--- config.mk ---
export PLATFORM = sky130hd
export DESIGN_NAME = paired_frame_slot_manager_flat
export DESIGN_NICKNAME = d
export VERILOG_FILES = /design/src/hdl/pfsm_pkg.sv /design/src/hdl/pfsm_in_if.sv /design/src/hdl/pfsm_out_if.sv /design/src/hdl/pfsm_cfg_if.sv /design/src/hdl/pfsm_cell.sv /design/src/hdl/paired_frame_slot_manager.sv /design/src/flat_wrapper.sv
export SDC_FILE = /design/constraint.sdc
export NUM_CORES = 2
export LEC_CHECK = 0
export BUFFER_PORTS_ARGS = -buffer_cell sky130_fd_sc_hd__buf_4
export CORE_ASPECT_RATIO = 0.7
export CORE_MARGIN = 5
export CORE_UTILIZATION = 56
export CTS_BUF_LIST = sky130_fd_sc_hd__clkbuf_16
export DETAILED_ROUTE_END_ITERATION = 12
export GPL_ROUTABILITY_DRIVEN = 0
export GPL_TIMING_DRIVEN = 0
export PLACE_DENSITY = 0.68
export SYNTH_ARGS = -nofsm -noshare
export SYNTH_HDL_FRONTEND = slang
export SYNTH_SLANG_ARGS = --single-unit
--- constraint.sdc ---
create_clock -name clk -period 24.7 [get_ports clk]
set_clock_uncertainty 0.1 [all_clocks]
set_input_delay 2.47 -clock clk [delete_from_list [all_inputs] [get_ports clk]]
set_output_delay 2.47 -clock clk [all_outputs]
set_load 0.05 [all_outputs]
--- src/hdl/pfsm_pkg.sv ---
// ---------------------------------------------------------------------------
// pfsm_pkg
// shared types and constants of the paired frame slot manager
// ---------------------------------------------------------------------------
package pfsm_pkg;

  localparam int SLOTS   = 8;
  localparam int SLOT_W  = (SLOTS > 1) ? $clog2(SLOTS) : 1;
  localparam int IDX_W   = 3;
  localparam int MODE_W  = 3;
  localparam int STAMP_W = 63;
  localparam logic [STAMP_W-1:0] STAMP_MAX = {STAMP_W{1'b1}};

  typedef enum logic [1:0] {
    ST_EMPTY = 2'd0,
    ST_READY = 2'd1,
    ST_USING = 2'd2,
    ST_USED  = 2'd3
  } pfsm_status_t;

  typedef enum logic [MODE_W-1:0] {
    MODE_TAKE     = 3'd0,
    MODE_FRAME    = 3'd1,
    MODE_GET_D    = 3'd2,
    MODE_GET_C    = 3'd3,
    MODE_REL_D    = 3'd4,
    MODE_REL_C    = 3'd5,
    MODE_REL_PAIR = 3'd6
  } pfsm_mode_t;

  // search record walking the cell row
  typedef struct packed {
    logic               valid;
    logic               empty_hit;
    logic [SLOT_W-1:0]  empty_idx;
    logic               max_hit;
    logic [STAMP_W-1:0] max_stamp;
    logic [SLOT_W-1:0]  max_idx;
    logic               min_hit;
    logic [STAMP_W-1:0] min_stamp;
    logic [SLOT_W-1:0]  min_idx;
    logic [SLOT_W-1:0]  save_idx;
    pfsm_status_t       save_dst;
    pfsm_status_t       save_cst;
    logic [SLOT_W-1:0]  use_idx;
    pfsm_status_t       use_dst;
    pfsm_status_t       use_cst;
    logic [STAMP_W-1:0] use_stamp;
  } pfsm_probe_t;

  // write broadcast to one cell
  typedef struct packed {
    logic               we;
    logic [SLOT_W-1:0]  idx;
    logic               depth_we;
    pfsm_status_t       depth_st;
    logic               color_we;
    pfsm_status_t       color_st;
    logic               stamp_we;
    logic [STAMP_W-1:0] stamp;
  } pfsm_upd_t;

  typedef struct packed {
    logic               done_res;
    logic [IDX_W-1:0]   slot_index;
    logic               evicted;
    logic               pair_complete;
    logic [STAMP_W-1:0] granted_stamp;
    logic               current_valid;
    logic [1:0]         current_depth_state;
    logic [1:0]         current_color_state;
  } pfsm_res_t;

endpackage

--- src/hdl/pfsm_in_if.sv ---
// ---------------------------------------------------------------------------
// pfsm_in_if
// command channel: valid, ready and one command
// ---------------------------------------------------------------------------
interface pfsm_in_if import pfsm_pkg::*; ();
  logic               valid;
  logic               ready;
  logic [MODE_W-1:0]  mode;
  logic [STAMP_W-1:0] frame_stamp;

  modport source (output valid, output mode, output frame_stamp, input ready);
  modport sink   (input valid, input mode, input frame_stamp, output ready);
endinterface

--- src/hdl/pfsm_out_if.sv ---
// ---------------------------------------------------------------------------
// pfsm_out_if
// result channel: valid, ready and one result
// ---------------------------------------------------------------------------
interface pfsm_out_if import pfsm_pkg::*; ();
  logic               valid;
  logic               ready;
  logic               done_res;
  logic [IDX_W-1:0]   slot_index;
  logic               evicted;
  logic               pair_complete;
  logic [STAMP_W-1:0] granted_stamp;
  logic               current_valid;
  logic [1:0]         current_depth_state;
  logic [1:0]         current_color_state;

  modport source (output valid, output done_res, output slot_index, output evicted,
                  output pair_complete, output granted_stamp, output current_valid,
                  output current_depth_state, output current_color_state, input ready);
  modport sink   (input valid, input done_res, input slot_index, input evicted,
                  input pair_complete, input granted_stamp, input current_valid,
                  input current_depth_state, input current_color_state, output ready);
endinterface

--- src/hdl/pfsm_cfg_if.sv ---
// ---------------------------------------------------------------------------
// pfsm_cfg_if
// configuration write channel for the capture enable register
// ---------------------------------------------------------------------------
interface pfsm_cfg_if import pfsm_pkg::*; ();
  logic valid;
  logic ready;
  logic capture_enable;

  modport source (output valid, output capture_enable, input ready);
  modport sink   (input valid, input capture_enable, output ready);
endinterface

--- src/hdl/pfsm_cell.sv ---
// ---------------------------------------------------------------------------
// pfsm_cell
// one slot: holds its statuses and stamp, folds itself into the passing
// search record and registers it for the next cell
// ---------------------------------------------------------------------------
module pfsm_cell import pfsm_pkg::*; (
  input  logic              clk,
  input  logic              rst_n,
  input  logic [SLOT_W-1:0] cell_idx,
  input  pfsm_probe_t       probe_in,
  output pfsm_probe_t       probe_out,
  input  pfsm_upd_t         upd
);

  pfsm_status_t       depth_r;
  pfsm_status_t       color_r;
  logic [STAMP_W-1:0] stamp_r;
  pfsm_probe_t        probe_r;
  pfsm_probe_t        probe_nxt;
  logic               full_ready;
  logic               both_empty;
  logic               upd_hit;

  assign full_ready = (depth_r == ST_READY) && (color_r == ST_READY);
  assign both_empty = (depth_r == ST_EMPTY) && (color_r == ST_EMPTY);
  assign upd_hit    = upd.we && (upd.idx == cell_idx);

  always_comb begin
    probe_nxt = probe_in;
    if (both_empty && !probe_in.empty_hit) begin
      probe_nxt.empty_hit = 1'b1;
      probe_nxt.empty_idx = cell_idx;
    end
    if (full_ready && (stamp_r > probe_in.max_stamp)) begin
      probe_nxt.max_hit   = 1'b1;
      probe_nxt.max_stamp = stamp_r;
      probe_nxt.max_idx   = cell_idx;
    end
    if (full_ready && (stamp_r < probe_in.min_stamp)) begin
      probe_nxt.min_hit   = 1'b1;
      probe_nxt.min_stamp = stamp_r;
      probe_nxt.min_idx   = cell_idx;
    end
    if (probe_in.save_idx == cell_idx) begin
      probe_nxt.save_dst = depth_r;
      probe_nxt.save_cst = color_r;
    end
    if (probe_in.use_idx == cell_idx) begin
      probe_nxt.use_dst   = depth_r;
      probe_nxt.use_cst   = color_r;
      probe_nxt.use_stamp = stamp_r;
    end
  end

  always_ff @(posedge clk) begin
    if (!rst_n) begin
      depth_r <= ST_EMPTY;
      color_r <= ST_EMPTY;
      stamp_r <= '0;
    end else if (upd_hit) begin
      if (upd.depth_we) depth_r <= upd.depth_st;
      if (upd.color_we) color_r <= upd.color_st;
      if (upd.stamp_we) stamp_r <= upd.stamp;
    end
  end

  always_ff @(posedge clk) begin
    if (!rst_n) begin
      probe_r.valid <= 1'b0;
    end else begin
      probe_r <= probe_nxt;
    end
  end

  assign probe_out = probe_r;

endmodule

--- src/hdl/paired_frame_slot_manager.sv ---
// ---------------------------------------------------------------------------
// paired_frame_slot_manager
// Slot pool for paired depth and color frames. Commands arrive on in_ch
// (mode, frame_stamp) and each gives exactly one result on out_ch; both use
// a valid/ready transfer. cfg_ch writes capture_enable (always ready); the
// user must write it only while no command is in flight, since the block
// itself does not enforce it. A command walks a row of SLOTS cells, one
// cell per cycle, collecting the first empty slot, the newest and oldest
// fully ready slots and the states of the save and current slots; the
// decision then writes back to at most one cell. A command is taken only
// while idle, so a new one waits until the last has passed the cell row
// and the decision step. The result sits in an output register, so the
// next command is taken while it waits; if the receiver still stalls when
// the following result is due, that command holds in its decision step
// until the register frees. Reset empties all slots, zeroes stamps, drops
// save and current slots and sets capture_enable to one.
// ---------------------------------------------------------------------------
module paired_frame_slot_manager import pfsm_pkg::*; (
  input  logic        clk,
  input  logic        rst_n,
  pfsm_in_if.sink     in_ch,
  pfsm_out_if.source  out_ch,
  pfsm_cfg_if.sink    cfg_ch
);

  typedef enum logic [2:0] {
    S_IDLE   = 3'b001,
    S_SCAN   = 3'b010,
    S_COMMIT = 3'b100
  } state_t;

  state_t             state_r;
  state_t             state_nxt;
  logic               cap_en_r;
  logic               launch_r;
  pfsm_mode_t         mode_r;
  logic [STAMP_W-1:0] stamp_r;
  pfsm_probe_t        res_r;
  logic [SLOT_W-1:0]  save_slot_r;
  logic [SLOT_W-1:0]  save_slot_nxt;
  logic               save_valid_r;
  logic               save_valid_nxt;
  logic [SLOT_W-1:0]  use_slot_r;
  logic [SLOT_W-1:0]  use_slot_nxt;
  logic               use_valid_r;
  logic               use_valid_nxt;
  logic               out_valid_r;
  pfsm_res_t          out_r;
  pfsm_res_t          out_nxt;
  pfsm_upd_t          upd;
  pfsm_upd_t          upd_live;
  pfsm_probe_t        chain [SLOTS+1];
  logic               in_xfer;
  logic               commit;
  logic [SLOT_W-1:0]  slot_sel;
  pfsm_status_t       save_d;
  pfsm_status_t       save_c;
  pfsm_status_t       pre_d;
  pfsm_status_t       pre_c;
  pfsm_status_t       half;
  pfsm_status_t       cur_d;
  pfsm_status_t       cur_c;
  logic [STAMP_W-1:0] cur_stamp;

  assign in_ch.ready  = (state_r == S_IDLE);
  assign in_xfer      = in_ch.valid && in_ch.ready;
  assign commit       = (state_r == S_COMMIT) && (!out_valid_r || out_ch.ready);
  assign cfg_ch.ready = 1'b1;

  always_ff @(posedge clk) begin
    if (!rst_n) begin
      cap_en_r <= 1'b1;
    end else if (cfg_ch.valid) begin
      cap_en_r <= cfg_ch.capture_enable;
    end
  end

  // search record entering the first cell
  always_comb begin
    chain[0]           = '0;
    chain[0].valid     = launch_r;
    chain[0].min_stamp = STAMP_MAX;
    chain[0].save_idx  = save_slot_r;
    chain[0].use_idx   = use_slot_r;
  end

  for (genvar g = 0; g < SLOTS; g++) begin : g_cell
    pfsm_cell u_cell (
      .clk       (clk),
      .rst_n     (rst_n),
      .cell_idx  (SLOT_W'(g)),
      .probe_in  (chain[g]),
      .probe_out (chain[g+1]),
      .upd       (upd_live)
    );
  end

  always_comb begin
    state_nxt = state_r;
    unique case (state_r)
      S_IDLE: begin
        if (in_xfer) state_nxt = S_SCAN;
      end
      S_SCAN: begin
        if (chain[SLOTS].valid) state_nxt = S_COMMIT;
      end
      S_COMMIT: begin
        if (commit) state_nxt = S_IDLE;
      end
      default: state_nxt = S_IDLE;
    endcase
  end

  // decision on the collected record
  always_comb begin
    upd            = '0;
    save_slot_nxt  = save_slot_r;
    save_valid_nxt = save_valid_r;
    use_slot_nxt   = use_slot_r;
    use_valid_nxt  = use_valid_r;
    out_nxt        = '0;
    slot_sel       = '0;
    save_d         = res_r.save_dst;
    save_c         = res_r.save_cst;
    pre_d          = res_r.use_dst;
    pre_c          = res_r.use_cst;
    cur_stamp      = res_r.use_stamp;
    half           = ST_EMPTY;
    unique case (mode_r)
      MODE_TAKE: begin
        if (cap_en_r) begin
          save_valid_nxt = 1'b0;
          if (res_r.empty_hit) begin
            save_slot_nxt    = res_r.empty_idx;
            save_valid_nxt   = 1'b1;
            out_nxt.done_res = 1'b1;
            slot_sel         = res_r.empty_idx;
          end else if (res_r.max_hit) begin
            save_slot_nxt    = res_r.max_idx;
            save_valid_nxt   = 1'b1;
            out_nxt.done_res = 1'b1;
            out_nxt.evicted  = 1'b1;
            slot_sel         = res_r.max_idx;
            upd.we           = 1'b1;
            upd.idx          = res_r.max_idx;
            upd.depth_we     = 1'b1;
            upd.depth_st     = ST_EMPTY;
            upd.color_we     = 1'b1;
            upd.color_st     = ST_EMPTY;
          end
        end
      end
      MODE_FRAME: begin
        if (cap_en_r && save_valid_r) begin
          slot_sel = save_slot_r;
          if (save_d == ST_EMPTY) begin
            upd.we           = 1'b1;
            upd.idx          = save_slot_r;
            upd.depth_we     = 1'b1;
            upd.depth_st     = ST_READY;
            upd.stamp_we     = 1'b1;
            upd.stamp        = stamp_r;
            out_nxt.done_res = 1'b1;
            save_d           = ST_READY;
          end else if (save_c == ST_EMPTY) begin
            upd.we           = 1'b1;
            upd.idx          = save_slot_r;
            upd.color_we     = 1'b1;
            upd.color_st     = ST_READY;
            out_nxt.done_res = 1'b1;
            save_c           = ST_READY;
          end
          out_nxt.pair_complete = (save_d != ST_EMPTY) && (save_c != ST_EMPTY);
        end
      end
      MODE_GET_D, MODE_GET_C: begin
        if (!use_valid_r && res_r.min_hit) begin
          use_slot_nxt  = res_r.min_idx;
          use_valid_nxt = 1'b1;
          pre_d         = ST_READY;
          pre_c         = ST_READY;
          cur_stamp     = res_r.min_stamp;
        end
        if (use_valid_nxt) begin
          slot_sel = use_slot_nxt;
          half     = (mode_r == MODE_GET_D) ? pre_d : pre_c;
          if (half == ST_READY) begin
            upd.we                = 1'b1;
            upd.idx               = use_slot_nxt;
            upd.depth_we          = (mode_r == MODE_GET_D);
            upd.depth_st          = ST_USING;
            upd.color_we          = (mode_r == MODE_GET_C);
            upd.color_st          = ST_USING;
            out_nxt.done_res      = 1'b1;
            out_nxt.granted_stamp = cur_stamp;
          end
        end
      end
      MODE_REL_D, MODE_REL_C: begin
        if (use_valid_r) begin
          slot_sel         = use_slot_r;
          upd.we           = 1'b1;
          upd.idx          = use_slot_r;
          upd.depth_we     = (mode_r == MODE_REL_D);
          upd.depth_st     = ST_USED;
          upd.color_we     = (mode_r == MODE_REL_C);
          upd.color_st     = ST_USED;
          out_nxt.done_res = 1'b1;
        end
      end
      MODE_REL_PAIR: begin
        if (use_valid_r) begin
          slot_sel = use_slot_r;
          if ((pre_d == ST_USED) && (pre_c == ST_USED)) begin
            upd.we           = 1'b1;
            upd.idx          = use_slot_r;
            upd.depth_we     = 1'b1;
            upd.depth_st     = ST_EMPTY;
            upd.color_we     = 1'b1;
            upd.color_st     = ST_EMPTY;
            use_valid_nxt    = 1'b0;
            out_nxt.done_res = 1'b1;
          end
        end
      end
      default: ;
    endcase

    // current slot states after the write
    cur_d = pre_d;
    cur_c = pre_c;
    if (upd.we && (upd.idx == use_slot_nxt)) begin
      if (upd.depth_we) cur_d = upd.depth_st;
      if (upd.color_we) cur_c = upd.color_st;
    end
    out_nxt.slot_index    = IDX_W'(slot_sel);
    out_nxt.current_valid = use_valid_nxt;
    if (use_valid_nxt) begin
      out_nxt.current_depth_state = cur_d;
      out_nxt.current_color_state = cur_c;
    end
  end

  always_comb begin
    upd_live    = upd;
    upd_live.we = upd.we && commit;
  end

  always_ff @(posedge clk) begin
    if (!rst_n) begin
      state_r      <= S_IDLE;
      launch_r     <= 1'b0;
      save_slot_r  <= '0;
      save_valid_r <= 1'b0;
      use_slot_r   <= '0;
      use_valid_r  <= 1'b0;
      out_valid_r  <= 1'b0;
    end else begin
      state_r  <= state_nxt;
      launch_r <= in_xfer;
      if (commit) begin
        save_slot_r  <= save_slot_nxt;
        save_valid_r <= save_valid_nxt;
        use_slot_r   <= use_slot_nxt;
        use_valid_r  <= use_valid_nxt;
        out_valid_r  <= 1'b1;
      end else if (out_ch.ready) begin
        out_valid_r  <= 1'b0;
      end
    end
  end

  always_ff @(posedge clk) begin
    if (in_xfer) begin
      mode_r  <= pfsm_mode_t'(in_ch.mode);
      stamp_r <= in_ch.frame_stamp;
    end
    if ((state_r == S_SCAN) && chain[SLOTS].valid) begin
      res_r <= chain[SLOTS];
    end
    if (commit) begin
      out_r <= out_nxt;
    end
  end

  assign out_ch.valid               = out_valid_r;
  assign out_ch.done_res            = out_r.done_res;
  assign out_ch.slot_index          = out_r.slot_index;
  assign out_ch.evicted             = out_r.evicted;
  assign out_ch.pair_complete       = out_r.pair_complete;
  assign out_ch.granted_stamp       = out_r.granted_stamp;
  assign out_ch.current_valid       = out_r.current_valid;
  assign out_ch.current_depth_state = out_r.current_depth_state;
  assign out_ch.current_color_state = out_r.current_color_state;

endmodule

--- src/flat_wrapper.sv ---
// flat-port wrapper written by rule: the top's interface ports become plain ports
module paired_frame_slot_manager_flat import pfsm_pkg::*;
  (clk, rst_n, in_ch_valid, in_ch_mode, in_ch_frame_stamp, in_ch_ready, out_ch_valid, out_ch_done_res, out_ch_slot_index, out_ch_evicted, out_ch_pair_complete, out_ch_granted_stamp, out_ch_current_valid, out_ch_current_depth_state, out_ch_current_color_state, out_ch_ready, cfg_ch_valid, cfg_ch_capture_enable, cfg_ch_ready);
  pfsm_in_if in_ch_i ();
  pfsm_out_if out_ch_i ();
  pfsm_cfg_if cfg_ch_i ();
  input  logic clk;
  input  logic rst_n;
  input wire logic [$bits(in_ch_i.valid)-1:0] in_ch_valid;
  input wire logic [$bits(in_ch_i.mode)-1:0] in_ch_mode;
  input wire logic [$bits(in_ch_i.frame_stamp)-1:0] in_ch_frame_stamp;
  output wire logic [$bits(in_ch_i.ready)-1:0] in_ch_ready;
  output wire logic [$bits(out_ch_i.valid)-1:0] out_ch_valid;
  output wire logic [$bits(out_ch_i.done_res)-1:0] out_ch_done_res;
  output wire logic [$bits(out_ch_i.slot_index)-1:0] out_ch_slot_index;
  output wire logic [$bits(out_ch_i.evicted)-1:0] out_ch_evicted;
  output wire logic [$bits(out_ch_i.pair_complete)-1:0] out_ch_pair_complete;
  output wire logic [$bits(out_ch_i.granted_stamp)-1:0] out_ch_granted_stamp;
  output wire logic [$bits(out_ch_i.current_valid)-1:0] out_ch_current_valid;
  output wire logic [$bits(out_ch_i.current_depth_state)-1:0] out_ch_current_depth_state;
  output wire logic [$bits(out_ch_i.current_color_state)-1:0] out_ch_current_color_state;
  input wire logic [$bits(out_ch_i.ready)-1:0] out_ch_ready;
  input wire logic [$bits(cfg_ch_i.valid)-1:0] cfg_ch_valid;
  input wire logic [$bits(cfg_ch_i.capture_enable)-1:0] cfg_ch_capture_enable;
  output wire logic [$bits(cfg_ch_i.ready)-1:0] cfg_ch_ready;
  assign in_ch_i.valid = in_ch_valid;
  assign in_ch_i.mode = in_ch_mode;
  assign in_ch_i.frame_stamp = in_ch_frame_stamp;
  assign in_ch_ready = in_ch_i.ready;
  assign out_ch_valid = out_ch_i.valid;
  assign out_ch_done_res = out_ch_i.done_res;
  assign out_ch_slot_index = out_ch_i.slot_index;
  assign out_ch_evicted = out_ch_i.evicted;
  assign out_ch_pair_complete = out_ch_i.pair_complete;
  assign out_ch_granted_stamp = out_ch_i.granted_stamp;
  assign out_ch_current_valid = out_ch_i.current_valid;
  assign out_ch_current_depth_state = out_ch_i.current_depth_state;
  assign out_ch_current_color_state = out_ch_i.current_color_state;
  assign out_ch_i.ready = out_ch_ready;
  assign cfg_ch_i.valid = cfg_ch_valid;
  assign cfg_ch_i.capture_enable = cfg_ch_capture_enable;
  assign cfg_ch_ready = cfg_ch_i.ready;
  paired_frame_slot_manager u_core (.clk(clk), .rst_n(rst_n), .in_ch(in_ch_i), .out_ch(out_ch_i), .cfg_ch(cfg_ch_i));
endmodule
==> run_results.csv <==
group,metric,value,unit
run_status,outcome,"complete, but fails checks",
run_status,violations,"max-capacitance violations, max-slew violations",
setup_path,start_kind,"primary input",
logic_synthesis,synth.distinct_cells,80,
logic_synthesis,syn_area_per_cell,12.9,µm²
logic_synthesis,ys_seq_area_share,58.7,%
floorplan,core,208000,µm²
hold_path,hold_end,"u_core.res_r[16]",
clock_tree,htree_levels,4,
clock_tree,cts_num_sinks,2474,
timing,period_share,23.2,%
drt,drt-initial-drc-count,10100,
finish,layout_common_cells,"edfxtp_1 (1916), mux2_2 (1287), inv_1 (937)",
placed_design,dp.final_hpwl,257,mm
setup_path,required,25090,ps
timing,period_minus_slack,5720,ps
placed_design,port_buffers,147,
floorplan,ioPinCount,149,
floorplan,initial_core_util,56.3,%
clock_tree,cts_setup_buffers,0,
clock_tree,cts-root-buf,"clkbuf_16",
drt,ant_nets,0,
logic_synthesis,synth-edff-count,1916,
global_route,antenna_found_initial,17,
logic_synthesis,ys_ff_latch,2474,
timing,hold_violations,0,
floorplan,rows,140,
setup_path,r2r_start,"u_core.g_cell[1].u_cell.probe_out[89]",
job,drv_cap,2,
logic_synthesis,synthTopCellsByArea,"edfxtp_1 (49%), mux2_2 (12%), dfxtp_1 (9.5%)",
setup_path,r2r_slack,19060,ps
setup_path,crit_type,"in -> reg",
logic_synthesis,synth.top_cell.area_share,49.2,%
timing,worstMarginPinSlew,1580,ps
drt,first_pass_iters,8,
timing,grt_setup_unrepaired,"false",
global_route,grt_pass1_vias,71000,
logic_synthesis,synthFlopType,"edfxtp_1",
logic_synthesis,ys_warn_count,0,
clock_tree,cts_resized,0,
power,p_per_area,67.6,nW/µm²
clock_tree,cts.path.max_buffers,4,
drt,vias_per_cell,6.07,
finish,syn2layout_area_growth,10.9,%
floorplan,die_h,392,µm
hold_path,whs_path_depth,0,
setup_path,reg2reg_depth,12,
timing,drv_slew,22,
clock_tree,worstSkewPairLatency,890,ps
floorplan,die_x,556,µm
timing,clock.fmax,0.175,GHz
power,power,8.77,mW
drt,drt-total-wl,333,mm
global_route,grt_usage,30.0,%
clock_tree,cts_tree,"yes",
timing,setup_violations,0,
global_route,grt_max_degree,192,
clock_tree,numCtsBuffers,235,
global_route,grt_overflow,0,
global_route,grt_pass1_wl,480,mm
floorplan,die_area,218000,µm²
timing,setup_ws,18980,ps
setup_path,arrival,6110,ps
finish,final_common_cell,"edfxtp_1",
setup_path,endpoint_kind,"register",
clock_tree,hold_buffers,0,
logic_synthesis,synth_nets,10100,
hold_path,holdCritStartpoint,"u_core.g_cell[7].u_cell.probe_out[16]",
timing,setup_tns,0,ps
power,ir_drop,68.1,µV
setup_path,cp_max_fo,180,
drt,wire_per_inst,26.6,µm
setup_path,r2r_end,"u_core.g_cell[2].u_cell.probe_out[130]",
logic_synthesis,synth_top_area_cell,"edfxtp_1",
power,leakage,52.9,nW
placed_design,place_area,122000,µm²
finish,fin_area,130000,µm²
logic_synthesis,async_flop_share,0,%
logic_synthesis,netlist_area,117000,µm²
drt,drc,0,
timing,max_slew_margin,-5.16,%
clock_tree,clkSlewWorstSetupHoldPaths,60,ps
placed_design,pre_cts_ws,17850,ps
finish,finalNetCount,10500,
drt,via_count,75900,
logic_synthesis,synthCells,9108,
hold_path,hold_path.class,"reg -> reg",
finish,drive_gt1_share,21.1,%
==> critical path: stages <==
cell and delay (ps):
buf_16 310, buf_16 580, buf_16 480, buf_16 480, buf_16 500, buf_16 510
==> cell type report <==
cell class	count	area (µm²)
Antenna cell	15	37.5
Clock buffer	237	5930
Clock inverter	191	1630
Tap cell	2769	3460
Buffer	366	1640
Fill cell	15400	78100
Inverter	895	3360
Sequential cell	2474	68700
Timing Repair Buffer	180	1660
Multi-Input combinational cell	5373	43400
==> report_power, final <==
group | leakage, nW | switching [mW] | internal, mW
clock | 3.84 | 1.57 | 2.03
sequential | 23.1 | 0.0937 | 4.66
combinational | 25.9 | 0.276 | 0.153
total | 52.9 | 1.94 | 6.84
==> metal layers <==
layer | GRT usage [%] | share of wire [%] | up-vias
li1 | - | - | 34400
met1 | 47.9 | 47 | 37000
met2 | 40.1 | 39 | 3873
met3 | 5.86 | 10 | 588
met4 | 11.3 | 4.3 | 0
met5 | 0 | 0 | -
==> through the flow <==
stage / utilization, % / hold slack [ps] / cells
after global placement: 58.5 / 301 / 12000
final: 62.4 / 309 / 12500
after floorplan: - / 300 / 9108
after CTS: 62.4 / 303 / 12500
after global routing: 62.4 / 312 / 12500
after detailed placement: 58.8 / 305 / 12100
==> kinds of logic after synthesis <==
| kind of cell | synth area share (%) |
|---|---|
| adder cells (fa/ha/maj) | 9.35 |
| AND/OR/NAND/NOR | 7.88 |
| buffers and inverters | 4.26 |
| AO/OA/AOI/OAI | 6.85 |
| XOR/XNOR | 0.0150 |
| multiplexers | 12.9 |
| flip-flops | 58.7 |
| other | 0.00320 |
==> sequential cells by signal, summed over array words and instances, names as in the netlist, 2 cells and up <==
signal / flops
u_core.g_cell.u_cell.color_r: 16
u_core.g_cell.u_cell.depth_r: 16
u_core.g_cell.u_cell.probe_out: 1638
u_core.g_cell.u_cell.stamp_r: 504
u_core.mode_r: 3
u_core.out_ch.current_color_state: 2
u_core.out_ch.current_depth_state: 2
u_core.out_ch.granted_stamp: 63
u_core.out_ch.slot_index: 3
u_core.res_r: 146
u_core.save_slot_r: 3
u_core.stamp_r: 63
u_core.state_r: 3
u_core.use_slot_r: 3
==> synth_stat cells (all sizes together), types with 52 or more instances <==
master	n
a21oi	324
nor2	134
nand2	365
and2	154
nand4	181
edfxtp	1916
dfxtp	558
or2	104
a21o	169
clkbuf	213
buf	153
mux2	1313
nand3	588
ha	875
o21ai	661
inv	894
nor2b	52
==> how the worst max path moves through the flow <==
stage | from | endpoint | slack, ps | depth (start not counted)
after global placement | rst_n | u_core.g_cell[0].u_cell.stamp_r[22] | 4660 | 6
after floorplan | u_core.state_r[2] | u_core.res_r[0] | 12670 | 2
after CTS | rst_n | u_core.g_cell[6].u_cell.probe_out[9] | 18780 | 6
final | rst_n | u_core.g_cell[6].u_cell.probe_out[9] | 18980 | 6
after global routing | rst_n | u_core.g_cell[6].u_cell.probe_out[153] | 18560 | 6
after detailed placement | rst_n | u_core.g_cell[6].u_cell.probe_out[102] | 17850 | 6
Power figures use the tool's default switching activity.
